===== config.mk =====
export PLATFORM = sky130hd
export DESIGN_NAME = mgh_volume_stream_parser_unit
export DESIGN_NICKNAME = d
export VERILOG_FILES = /design/src/mvsp_pkg.sv /design/src/mvsp_value_dec.sv /design/src/mvsp_parser.sv /design/src/mvsp_out_fifo.sv /design/src/mgh_volume_stream_parser_unit.sv
export SDC_FILE = /design/constraint.sdc
export NUM_CORES = 1
export LEC_CHECK = 0
export BUFFER_PORTS_ARGS = -buffer_cell sky130_fd_sc_hd__buf_2
export CORE_MARGIN = 3
export CORE_UTILIZATION = 63
export CTS_CLUSTER_SIZE = 25
export DETAILED_ROUTE_END_ITERATION = 10
export HOLD_SLACK_MARGIN = 0.02
export PLACE_DENSITY = 0.81
export SLEW_MARGIN = 15
export SYNTH_ARGS = -nofsm -noshare
export SYNTH_HDL_FRONTEND = slang
export SYNTH_SLANG_ARGS = --single-unit
export TNS_END_PERCENT = 20

===== constraint.sdc =====
create_clock -name clk -period 6.37 [get_ports clk]
set_clock_uncertainty 0.1 [all_clocks]
set_input_delay 0.637 -clock clk [delete_from_list [all_inputs] [get_ports clk]]
set_output_delay 0.637 -clock clk [all_outputs]
set_load 0.1 [all_outputs]

===== src/mvsp_pkg.sv =====
package mvsp_pkg;

  localparam int COORD_W     = 10;
  localparam int VALUE_W     = 32;
  localparam int TYPE_W      = 3;
  localparam int ERR_W       = 3;
  localparam int KIND_W      = 2;
  localparam int BYTE_CNT_W  = 9;
  localparam int HEADER_BYTES = 284;
  localparam int HEADER_WORD_BYTES = 28;
  localparam int FIFO_DEPTH  = 4;
  localparam int FIFO_PTR_W  = 2;
  localparam int FIFO_CNT_W  = 3;
  localparam int TDATA_W     = 72;

  typedef enum logic [KIND_W-1:0] {
    KIND_VOXEL  = 2'd0,
    KIND_HEADER = 2'd1,
    KIND_ERROR  = 2'd2
  } kind_t;

  localparam logic [ERR_W-1:0] ERR_NONE      = 3'd0;
  localparam logic [ERR_W-1:0] ERR_VERSION   = 3'd1;
  localparam logic [ERR_W-1:0] ERR_TYPE      = 3'd2;
  localparam logic [ERR_W-1:0] ERR_TRUNCATED = 3'd3;
  localparam logic [ERR_W-1:0] ERR_DIM_BIG   = 3'd4;

  localparam logic [TYPE_W-1:0] TYPE_UCHAR = 3'd0;
  localparam logic [TYPE_W-1:0] TYPE_INT   = 3'd1;
  localparam logic [TYPE_W-1:0] TYPE_FLOAT = 3'd3;
  localparam logic [TYPE_W-1:0] TYPE_SHORT = 3'd4;

  localparam logic [2:0] WORD_VERSION = 3'd0;
  localparam logic [2:0] WORD_WIDTH   = 3'd1;
  localparam logic [2:0] WORD_HEIGHT  = 3'd2;
  localparam logic [2:0] WORD_DEPTH   = 3'd3;
  localparam logic [2:0] WORD_TYPE    = 3'd5;

  typedef struct packed {
    kind_t                     kind;
    logic [COORD_W-1:0]        coord_x;
    logic [COORD_W-1:0]        coord_y;
    logic [COORD_W-1:0]        coord_z;
    logic signed [VALUE_W-1:0] voxel_value;
    logic [TYPE_W-1:0]         voxel_type;
    logic [ERR_W-1:0]          error_code;
    logic                      last_of_run;
  } result_t;

  typedef struct packed {
    logic [1:0] count;
    result_t    first;
    result_t    second;
  } result_pair_t;

endpackage


===== src/mvsp_value_dec.sv =====
module mvsp_value_dec (
  input  logic [31:0]                       word,
  input  logic [mvsp_pkg::TYPE_W-1:0]       type_code,
  output logic signed [mvsp_pkg::VALUE_W-1:0] value
);
  import mvsp_pkg::*;

  logic [7:0]  ex;
  logic [22:0] man;
  logic [7:0]  sh;
  logic [31:0] mag;
  logic [31:0] fval;

  assign ex  = word[30:23];
  assign man = word[22:0];
  assign sh  = ex - 8'd127;

  always_comb begin
    mag  = {8'd0, 1'b1, man};
    fval = '0;
    if (ex == 8'hFF && man != '0) begin
      fval = '0;
    end else if (ex < 8'd127) begin
      fval = '0;
    end else if (sh >= 8'd31) begin
      fval = word[31] ? 32'h8000_0000 : 32'h7FFF_FFFF;
    end else begin
      if (sh >= 8'd23) begin
        mag = mag << 3'(sh - 8'd23);
      end else begin
        mag = mag >> 5'(8'd23 - sh);
      end
      fval = word[31] ? (32'd0 - mag) : mag;
    end
  end

  always_comb begin
    case (type_code)
      TYPE_UCHAR: value = {{24{word[7]}}, word[7:0]};
      TYPE_SHORT: value = {{16{word[15]}}, word[15:0]};
      TYPE_FLOAT: value = fval;
      default:    value = word;
    endcase
  end

endmodule


===== src/mvsp_parser.sv =====
module mvsp_parser #(
  parameter int MAX_DIM = 1024
) (
  input  logic                  clk,
  input  logic                  rst,
  input  logic                  take,
  input  logic [7:0]            in_byte,
  input  logic                  in_last,
  output mvsp_pkg::result_pair_t results
);
  import mvsp_pkg::*;

  localparam int DIM_W = $clog2(MAX_DIM + 1);

  typedef enum logic [2:0] {
    PH_HEAD = 3'b001,
    PH_VOX  = 3'b010,
    PH_IDLE = 3'b100
  } phase_t;

  phase_t                  phase, phase_next;
  logic [BYTE_CNT_W-1:0]   byte_count, byte_count_next;
  logic [31:0]             assemble_word, assemble_word_next;
  logic [DIM_W-1:0]        dim_width, dim_width_next;
  logic [DIM_W-1:0]        dim_height, dim_height_next;
  logic [DIM_W-1:0]        dim_depth, dim_depth_next;
  logic [TYPE_W-1:0]       type_code, type_code_next;
  logic [DIM_W-1:0]        x_counter, x_counter_next;
  logic [DIM_W-1:0]        y_counter, y_counter_next;
  logic [DIM_W-1:0]        z_counter, z_counter_next;
  logic [1:0]              voxel_byte_index, voxel_byte_index_next;

  logic [31:0]             word_in;
  logic                    dim_neg;
  logic                    dim_big;
  logic [DIM_W-1:0]        dim_val;
  logic [2:0]              idx;
  logic [2:0]              bytes_per_voxel;
  logic [DIM_W:0]          x_inc, y_inc, z_inc;
  logic signed [VALUE_W-1:0] dec_value;
  logic [ERR_W-1:0]        err;
  logic                    prim_vld;
  result_t                 prim;
  logic                    trunc_vld;
  result_t                 trunc;

  assign word_in = {assemble_word[23:0], in_byte};
  assign dim_neg = word_in[31];
  assign dim_big = !dim_neg && (word_in > 32'(MAX_DIM));
  assign dim_val = (dim_neg || dim_big) ? '0 : word_in[DIM_W-1:0];
  assign idx     = {1'b0, voxel_byte_index} + 3'd1;
  assign x_inc   = {1'b0, x_counter} + 1'b1;
  assign y_inc   = {1'b0, y_counter} + 1'b1;
  assign z_inc   = {1'b0, z_counter} + 1'b1;

  always_comb begin
    case (type_code)
      TYPE_UCHAR: bytes_per_voxel = 3'd1;
      TYPE_SHORT: bytes_per_voxel = 3'd2;
      default:    bytes_per_voxel = 3'd4;
    endcase
  end

  mvsp_value_dec u_value_dec (
    .word      (word_in),
    .type_code (type_code),
    .value     (dec_value)
  );

  always_comb begin
    phase_next            = phase;
    byte_count_next       = byte_count;
    assemble_word_next    = assemble_word;
    dim_width_next        = dim_width;
    dim_height_next       = dim_height;
    dim_depth_next        = dim_depth;
    type_code_next        = type_code;
    x_counter_next        = x_counter;
    y_counter_next        = y_counter;
    z_counter_next        = z_counter;
    voxel_byte_index_next = voxel_byte_index;
    err                   = ERR_NONE;
    prim_vld              = 1'b0;
    prim                  = '0;

    unique case (phase)
      PH_HEAD: begin
        assemble_word_next = word_in;
        byte_count_next    = byte_count + 1'b1;
        if (byte_count < BYTE_CNT_W'(HEADER_WORD_BYTES) && byte_count[1:0] == 2'd3) begin
          case (byte_count[4:2])
            WORD_VERSION: if (word_in == '0) err = ERR_VERSION;
            WORD_WIDTH: begin
              dim_width_next = dim_val;
              if (dim_big) err = ERR_DIM_BIG;
            end
            WORD_HEIGHT: begin
              dim_height_next = dim_val;
              if (dim_big) err = ERR_DIM_BIG;
            end
            WORD_DEPTH: begin
              dim_depth_next = dim_val;
              if (dim_big) err = ERR_DIM_BIG;
            end
            WORD_TYPE: begin
              if (word_in == 32'(TYPE_UCHAR) || word_in == 32'(TYPE_INT) ||
                  word_in == 32'(TYPE_FLOAT) || word_in == 32'(TYPE_SHORT)) begin
                type_code_next = word_in[TYPE_W-1:0];
              end else begin
                err = ERR_TYPE;
              end
            end
            default: ;
          endcase
        end else if (byte_count == BYTE_CNT_W'(HEADER_BYTES - 1)) begin
          prim_vld              = 1'b1;
          prim.kind             = KIND_HEADER;
          prim.voxel_type       = type_code;
          assemble_word_next    = '0;
          voxel_byte_index_next = '0;
          x_counter_next        = '0;
          y_counter_next        = '0;
          z_counter_next        = '0;
          if (dim_width == '0 || dim_height == '0 || dim_depth == '0) begin
            phase_next = PH_IDLE;
          end else begin
            phase_next = PH_VOX;
          end
        end
        if (err != ERR_NONE) begin
          prim_vld        = 1'b1;
          prim.kind       = KIND_ERROR;
          prim.error_code = err;
          phase_next      = PH_IDLE;
        end
      end
      PH_VOX: begin
        assemble_word_next = word_in;
        if (idx >= bytes_per_voxel) begin
          prim_vld              = 1'b1;
          prim.kind             = KIND_VOXEL;
          prim.coord_x          = COORD_W'(x_counter);
          prim.coord_y          = COORD_W'(y_counter);
          prim.coord_z          = COORD_W'(z_counter);
          prim.voxel_value      = dec_value;
          prim.voxel_type       = type_code;
          voxel_byte_index_next = '0;
          assemble_word_next    = '0;
          x_counter_next        = x_inc[DIM_W-1:0];
          if (x_inc >= {1'b0, dim_width}) begin
            x_counter_next = '0;
            y_counter_next = y_inc[DIM_W-1:0];
            if (y_inc >= {1'b0, dim_height}) begin
              y_counter_next = '0;
              z_counter_next = z_inc[DIM_W-1:0];
              if (z_inc >= {1'b0, dim_depth}) phase_next = PH_IDLE;
            end
          end
        end else begin
          voxel_byte_index_next = idx[1:0];
        end
      end
      PH_IDLE: ;
      default: ;
    endcase

    trunc_vld        = in_last && (phase_next != PH_IDLE);
    trunc            = '0;
    trunc.kind       = KIND_ERROR;
    trunc.error_code = ERR_TRUNCATED;
  end

  always_comb begin
    results        = '0;
    results.count  = {1'b0, prim_vld} + {1'b0, trunc_vld};
    results.first  = prim_vld ? prim : trunc;
    results.first.last_of_run = !(prim_vld && trunc_vld);
    results.second = trunc;
    results.second.last_of_run = 1'b1;
  end

  always_ff @(posedge clk) begin
    if (rst || (take && in_last)) begin
      phase            <= PH_HEAD;
      byte_count       <= '0;
      assemble_word    <= '0;
      dim_width        <= '0;
      dim_height       <= '0;
      dim_depth        <= '0;
      type_code        <= '0;
      x_counter        <= '0;
      y_counter        <= '0;
      z_counter        <= '0;
      voxel_byte_index <= '0;
    end else if (take) begin
      phase            <= phase_next;
      byte_count       <= byte_count_next;
      assemble_word    <= assemble_word_next;
      dim_width        <= dim_width_next;
      dim_height       <= dim_height_next;
      dim_depth        <= dim_depth_next;
      type_code        <= type_code_next;
      x_counter        <= x_counter_next;
      y_counter        <= y_counter_next;
      z_counter        <= z_counter_next;
      voxel_byte_index <= voxel_byte_index_next;
    end
  end

endmodule


===== src/mvsp_out_fifo.sv =====
module mvsp_out_fifo (
  input  logic                              clk,
  input  logic                              rst,
  input  logic                              push,
  input  mvsp_pkg::result_pair_t            pair,
  input  logic                              pop,
  output mvsp_pkg::result_t                 head,
  output logic                              not_empty,
  output logic [mvsp_pkg::FIFO_CNT_W-1:0]   count
);
  import mvsp_pkg::*;

  result_t               mem [FIFO_DEPTH];
  logic [FIFO_PTR_W-1:0] wr_ptr;
  logic [FIFO_PTR_W-1:0] rd_ptr;
  logic [1:0]            n_push;

  assign n_push    = push ? pair.count : 2'd0;
  assign not_empty = count != '0;
  assign head      = mem[rd_ptr];

  always_ff @(posedge clk) begin
    if (n_push != 2'd0) mem[wr_ptr] <= pair.first;
    if (n_push == 2'd2) mem[wr_ptr + 1'b1] <= pair.second;
  end

  always_ff @(posedge clk) begin
    if (rst) begin
      wr_ptr <= '0;
      rd_ptr <= '0;
      count  <= '0;
    end else begin
      wr_ptr <= wr_ptr + FIFO_PTR_W'(n_push);
      if (pop) rd_ptr <= rd_ptr + 1'b1;
      count <= count + FIFO_CNT_W'(n_push) - FIFO_CNT_W'(pop);
    end
  end

endmodule


===== src/mgh_volume_stream_parser_unit.sv =====
// channel  | signals                           | carries
// s_axis   | tvalid tready tdata[7:0] tlast     | one file byte, tlast on the final byte
// m_axis   | tvalid tready tdata[71:0] tuser    | one result, tlast on the final one of a byte
//          | tlast                              |
// one byte per cycle while the queue has room; a byte is held in the input register,
// then its zero to two results go into a four-entry output queue and show the next cycle
// the input register is taken only with two free queue slots, one of them may be freed
// by a pop in that cycle, so a stalled output holds input after the queue fills
// rst is synchronous; a byte with tlast also returns the parser to its start
module mgh_volume_stream_parser_unit #(
  parameter int MAX_DIM = 1024
) (
  input  logic        clk,
  input  logic        rst,
  input  logic        s_axis_tvalid,
  output logic        s_axis_tready,
  input  logic [7:0]  s_axis_tdata,   // data_byte
  input  logic        s_axis_tlast,   // last_byte
  output logic        m_axis_tvalid,
  input  logic        m_axis_tready,
  // coord_x, coord_y, coord_z, voxel_value, voxel_type, error_code, zero fill
  output logic [mvsp_pkg::TDATA_W-1:0] m_axis_tdata,
  output logic [mvsp_pkg::KIND_W-1:0]  m_axis_tuser,   // kind
  output logic        m_axis_tlast    // last_of_run
);
  import mvsp_pkg::*;

  logic                  in_vld;
  logic [7:0]            in_byte;
  logic                  in_last;
  logic                  take;
  logic                  pop;
  logic                  q_not_empty;
  logic [FIFO_CNT_W-1:0] q_count;
  result_t               q_head;
  result_pair_t          results;

  assign pop           = m_axis_tvalid && m_axis_tready;
  assign take          = in_vld && (q_count <= FIFO_CNT_W'(2) ||
                                    (q_count == FIFO_CNT_W'(3) && pop));
  assign s_axis_tready = !in_vld || take;

  always_ff @(posedge clk) begin
    if (rst) begin
      in_vld <= 1'b0;
    end else if (s_axis_tready) begin
      in_vld <= s_axis_tvalid;
    end
  end

  always_ff @(posedge clk) begin
    if (s_axis_tvalid && s_axis_tready) begin
      in_byte <= s_axis_tdata;
      in_last <= s_axis_tlast;
    end
  end

  mvsp_parser #(
    .MAX_DIM (MAX_DIM)
  ) u_parser (
    .clk     (clk),
    .rst     (rst),
    .take    (take),
    .in_byte (in_byte),
    .in_last (in_last),
    .results (results)
  );

  mvsp_out_fifo u_out_fifo (
    .clk       (clk),
    .rst       (rst),
    .push      (take),
    .pair      (results),
    .pop       (pop),
    .head      (q_head),
    .not_empty (q_not_empty),
    .count     (q_count)
  );

  assign m_axis_tvalid = q_not_empty;
  assign m_axis_tdata  = {4'd0, q_head.error_code, q_head.voxel_type, q_head.voxel_value,
                          q_head.coord_z, q_head.coord_y, q_head.coord_x};
  assign m_axis_tuser  = q_head.kind;
  assign m_axis_tlast  = q_head.last_of_run;

`ifndef NO_ASSERTIONS
  a_queue_bound: assert property (@(posedge clk) disable iff (rst)
    q_count <= FIFO_CNT_W'(FIFO_DEPTH))
    else $error("output queue count beyond depth");

  a_take_room: assert property (@(posedge clk) disable iff (rst)
    take |=> q_count <= FIFO_CNT_W'(FIFO_DEPTH))
    else $error("byte taken without room for its results");

  a_error_code: assert property (@(posedge clk) disable iff (rst)
    (m_axis_tvalid && m_axis_tuser == KIND_ERROR) |-> q_head.error_code != ERR_NONE)
    else $error("error result without a code");

  a_voxel_clean: assert property (@(posedge clk) disable iff (rst)
    (m_axis_tvalid && m_axis_tuser != KIND_ERROR) |-> q_head.error_code == ERR_NONE)
    else $error("non-error result carries an error code");
`endif

endmodule


==> run_results.csv <==
group,metric,value,unit
job,maxCapViolCount,0,
finish,drive_gt1_frac,0.142,
power_and_ir_drop,p_sw_frac,0.286,
power_and_ir_drop,power.internal,4.50,mW
routing,wl_per_cell,22.5,um
grt,grt-ovfl-total,0,
yosys,syn_area_per_cell,8.39,um^2
power_and_ir_drop,p_leak,9.28,nW
yosys,synth_seq_area_share,0.367,
worst_setup_path,critical_path_class,"flop to flop",
floorplanning,fp.dieW,195,um
finish,n_fill_cell,2709,
yosys,async_flop_share,0,
worst_hold_path,hold_class,"input port to flop",
yosys,synth.most_common_cell,"nand2_1",
power_and_ir_drop,power_density,256,nW/um^2
finish,n_antenna_cell,0,
clocking,htreeDepth,2,
clocking,cts_resized,0,
floorplanning,coreArea,35000,um^2
placement,dp_cells,3043,
worst_setup_path,path_buf_inv,2,
yosys,synthTopCellsByCount,"nand2_1, dfxtp_1, a21oi_1, clkbuf_1, nand3_1",
routing,wl,70300,um
sta,max_slew.worst_pin.slew,1.17,ns
sta,max_slew_margin,0.217,
yosys,netlist_instances,2690,
clocking,insertion_delay,0.58,ns
sta,fin_crit_sh,0.890,
sta,tns,0,ns
routing,dr_wl_met2,31500,um
grt,globalRouteTotalUtil,0.360,
status,run_status,"finished clean",
worst_setup_path,cpPeakStageDelay,0.79,ns
clocking,clock_path_buffers,3,
floorplanning,fp.dieH,195,um
sta,hold_viol,0,
yosys,ys_seq_elements,410,
yosys,synth_cell_type_count,89,
yosys,yosysTopAreaCell,"dfxtp_1",
floorplanning,dieArea,38200,um^2
clocking,path_clk_slew,0.06,ns
clocking,cts.sinks,410,
routing,first_pass_iters,6,
yosys,yosys.area.top_type_share,0.355,
placement,dp_hpwl,46400,um
grt,grt_pass1_vias,20100,
grt,grt_max_degree,113,
floorplanning,initial_core_util,0.646,
sta,max_freq,176,MHz
grt,grt_antenna_before_repair,0,
floorplanning,row_count,68,
routing,top_layer,"met4",
placement,place.port_buffers,85,
yosys,netlist_area,22600,um^2
routing,ant_nets,0,
grt,grt_pass1_wl,111000,um
floorplanning,pin_count,90,
sta,fin_crit,5.67,ns
worst_setup_path,cp.required,6.71,ns
worst_setup_path,start_kind,"flop",
routing,drc,0,
clocking,postCtsSetupBuffers,0,
clocking,cts-hold-fix-buffers,0,
sta,finalMaxSlewViolations,0,
worst_setup_path,worstPathCellList,"ha_1 > nand3_1 > nor2_1 > and3_1 > xor2_1 > ha_1 > a21o_1 > a21oi_1 > nor2b_1 > a311oi_1 > o21ai_0 > nand4_1 > o21ai_0 > a31oi_1 > ha_1 > o21ai_1 > buf_4 > or3_2 > buf_4 > nand2_1 > a21oi_1",
sta,holdWs,0.142,ns
finish,multiInputGateArea,13100,um^2
worst_setup_path,path_common_cell,"ha_1",
power_and_ir_drop,pwr-share-comb,0.135,
yosys,yosysWarnings,0,
sta,setup_violations,0,
clocking,root_buffer,"clkbuf_16",
worst_setup_path,path_delay_family,"simple AND/OR/NAND/NOR gates",
routing,wl_met3,8610,um
worst_setup_path,critPathMaxFanout,34,
power_and_ir_drop,p_seq_frac,0.447,
worst_setup_path,worstPathArrival,6.01,ns
worst_setup_path,crit_slowest_cell,"or3_2",
clocking,cts_made_buffers,42,
power_and_ir_drop,switchingPower,1.81,mW
power_and_ir_drop,pwr-share-clk,0.418,
finish,finalNetCount,2698,
yosys,synthTopCellsByArea,"dfxtp_1, mux4_2, nand2_1",
finish,syn2layout_area_growth,9.30,%
power_and_ir_drop,vdd_ir_drop_max,0.000344,V
routing,drt_iter0_markers,2978,
finish,regArea,8310,um^2
routing,num_vias,21300,
yosys,synth_edf_count,9,
placement,place_congestion,1.03,
finish,fin_cells,3119,
clocking,cts_tree,"built",
worst_setup_path,endpoint_kind,"flop",
yosys,synth_flop_cell,"dfxtp_1",
routing,vias_per_cell,6.81,
routing,wirelength_met1,28000,um
sta,rsz0062_at_grt,"false",
## flip-flops by register name, indices dropped and copies added, names as in the netlist, 8 cells and up, named ones only
signal                  count
u_out_fifo.mem            284
u_parser.x_counter         11
u_parser.z_counter         11
u_parser.dim_height        11
u_parser.y_counter         11
u_parser.dim_depth         11
u_parser.assemble_word     24
u_parser.dim_width         11
u_parser.byte_count         9
in_byte                     8
## metal layers
| metal | up-vias | track usage |
|---|---|---|
| met5 | - | 0 |
| met3 | 174 | 0.0695 |
| li1 | 9528 | - |
| met2 | 1330 | 0.553 |
| met1 | 10200 | 0.516 |
| met4 | 0 | 0.114 |
## stage by stage
stage	utilization	instance area (um^2)	total power, mW	setup slack (ns)
2_1_floorplan	-	22600	3.48	1.50
3_3_place_gp	0.663	23200	3.69	0.994
3_5_place_dp	0.663	23200	3.71	0.827
4_1_cts	0.706	24700	6.31	0.780
5_1_grt	0.706	24700	6.48	0.341
6_report	0.706	24700	6.31	0.700
## cells by family after synthesis
family          after synthesis  synth area share
fa+ha+maj                    53            0.0297
mux                         168             0.131
xor+xnor                     63            0.0248
other cells                   1          0.000166
compound gates              662             0.186
simple gates               1024             0.207
flops                       410             0.367
buf+inv                     309            0.0544
## cell type report
| type | count | share of cell area |
|---|---|---|
| Multi-Input combinational cell | 1974 | 0.532 |
| Sequential cell | 410 | 0.337 |
| Clock buffer | 60 | 0.0490 |
| Timing Repair Buffer | 148 | 0.0394 |
| Tap cell | 455 | 0.0231 |
| Clock inverter | 16 | 0.0113 |
| Inverter | 56 | 0.00852 |
## power by group through the flow
stage          Clock [mW]  Combinational [mW]  Sequential, mW
2_1_floorplan           0               0.768            2.71
3_3_place_gp            0               0.821            2.87
3_5_place_dp            0               0.836            2.87
4_1_cts              2.66               0.840            2.81
5_1_grt              2.75               0.901            2.83
6_report             2.64               0.852            2.82
## path summary, 6_finish.rpt
path | startpoint | endpoint | slack (ns) | cells after the start
max reg2reg | u_parser.x_counter[0] | u_out_fifo.mem[0][45] | 0.70 | 21
max | u_parser.x_counter[0] | u_out_fifo.mem[0][45] | 0.70 | 21
min reg2reg | u_out_fifo.mem[1][29] | u_out_fifo.mem[1][29] | 0.35 | 2
min | s_axis_tdata[7] | in_byte[7] | 0.14 | 1
## cell usage in the layout, fill, tap and decap left out, types with 13 or more instances in the layout
| master | instances |
|---|---|
| a21o_1 | 31 |
| a21oi_1 | 298 |
| a22o_1 | 47 |
| a22oi_1 | 37 |
| a31oi_1 | 21 |
| and2_1 | 13 |
| and3_1 | 17 |
| buf_2 | 85 |
| buf_4 | 57 |
| clkbuf_16 | 42 |
| dfxtp_1 | 398 |
| ha_1 | 51 |
| inv_1 | 54 |
| mux2_2 | 14 |
| mux2i_1 | 51 |
| mux4_2 | 99 |
| nand2_1 | 443 |
| nand2b_1 | 28 |
| nand3_1 | 195 |
| nand4_1 | 17 |
| nor2_1 | 164 |
| nor2b_1 | 19 |
| nor3_1 | 41 |
| nor4_1 | 16 |
| o211ai_1 | 25 |
| o21ai_0 | 79 |
| or3_1 | 15 |
| xnor2_1 | 27 |
| xor2_1 | 35 |
Power figures use the tool's default switching activity.
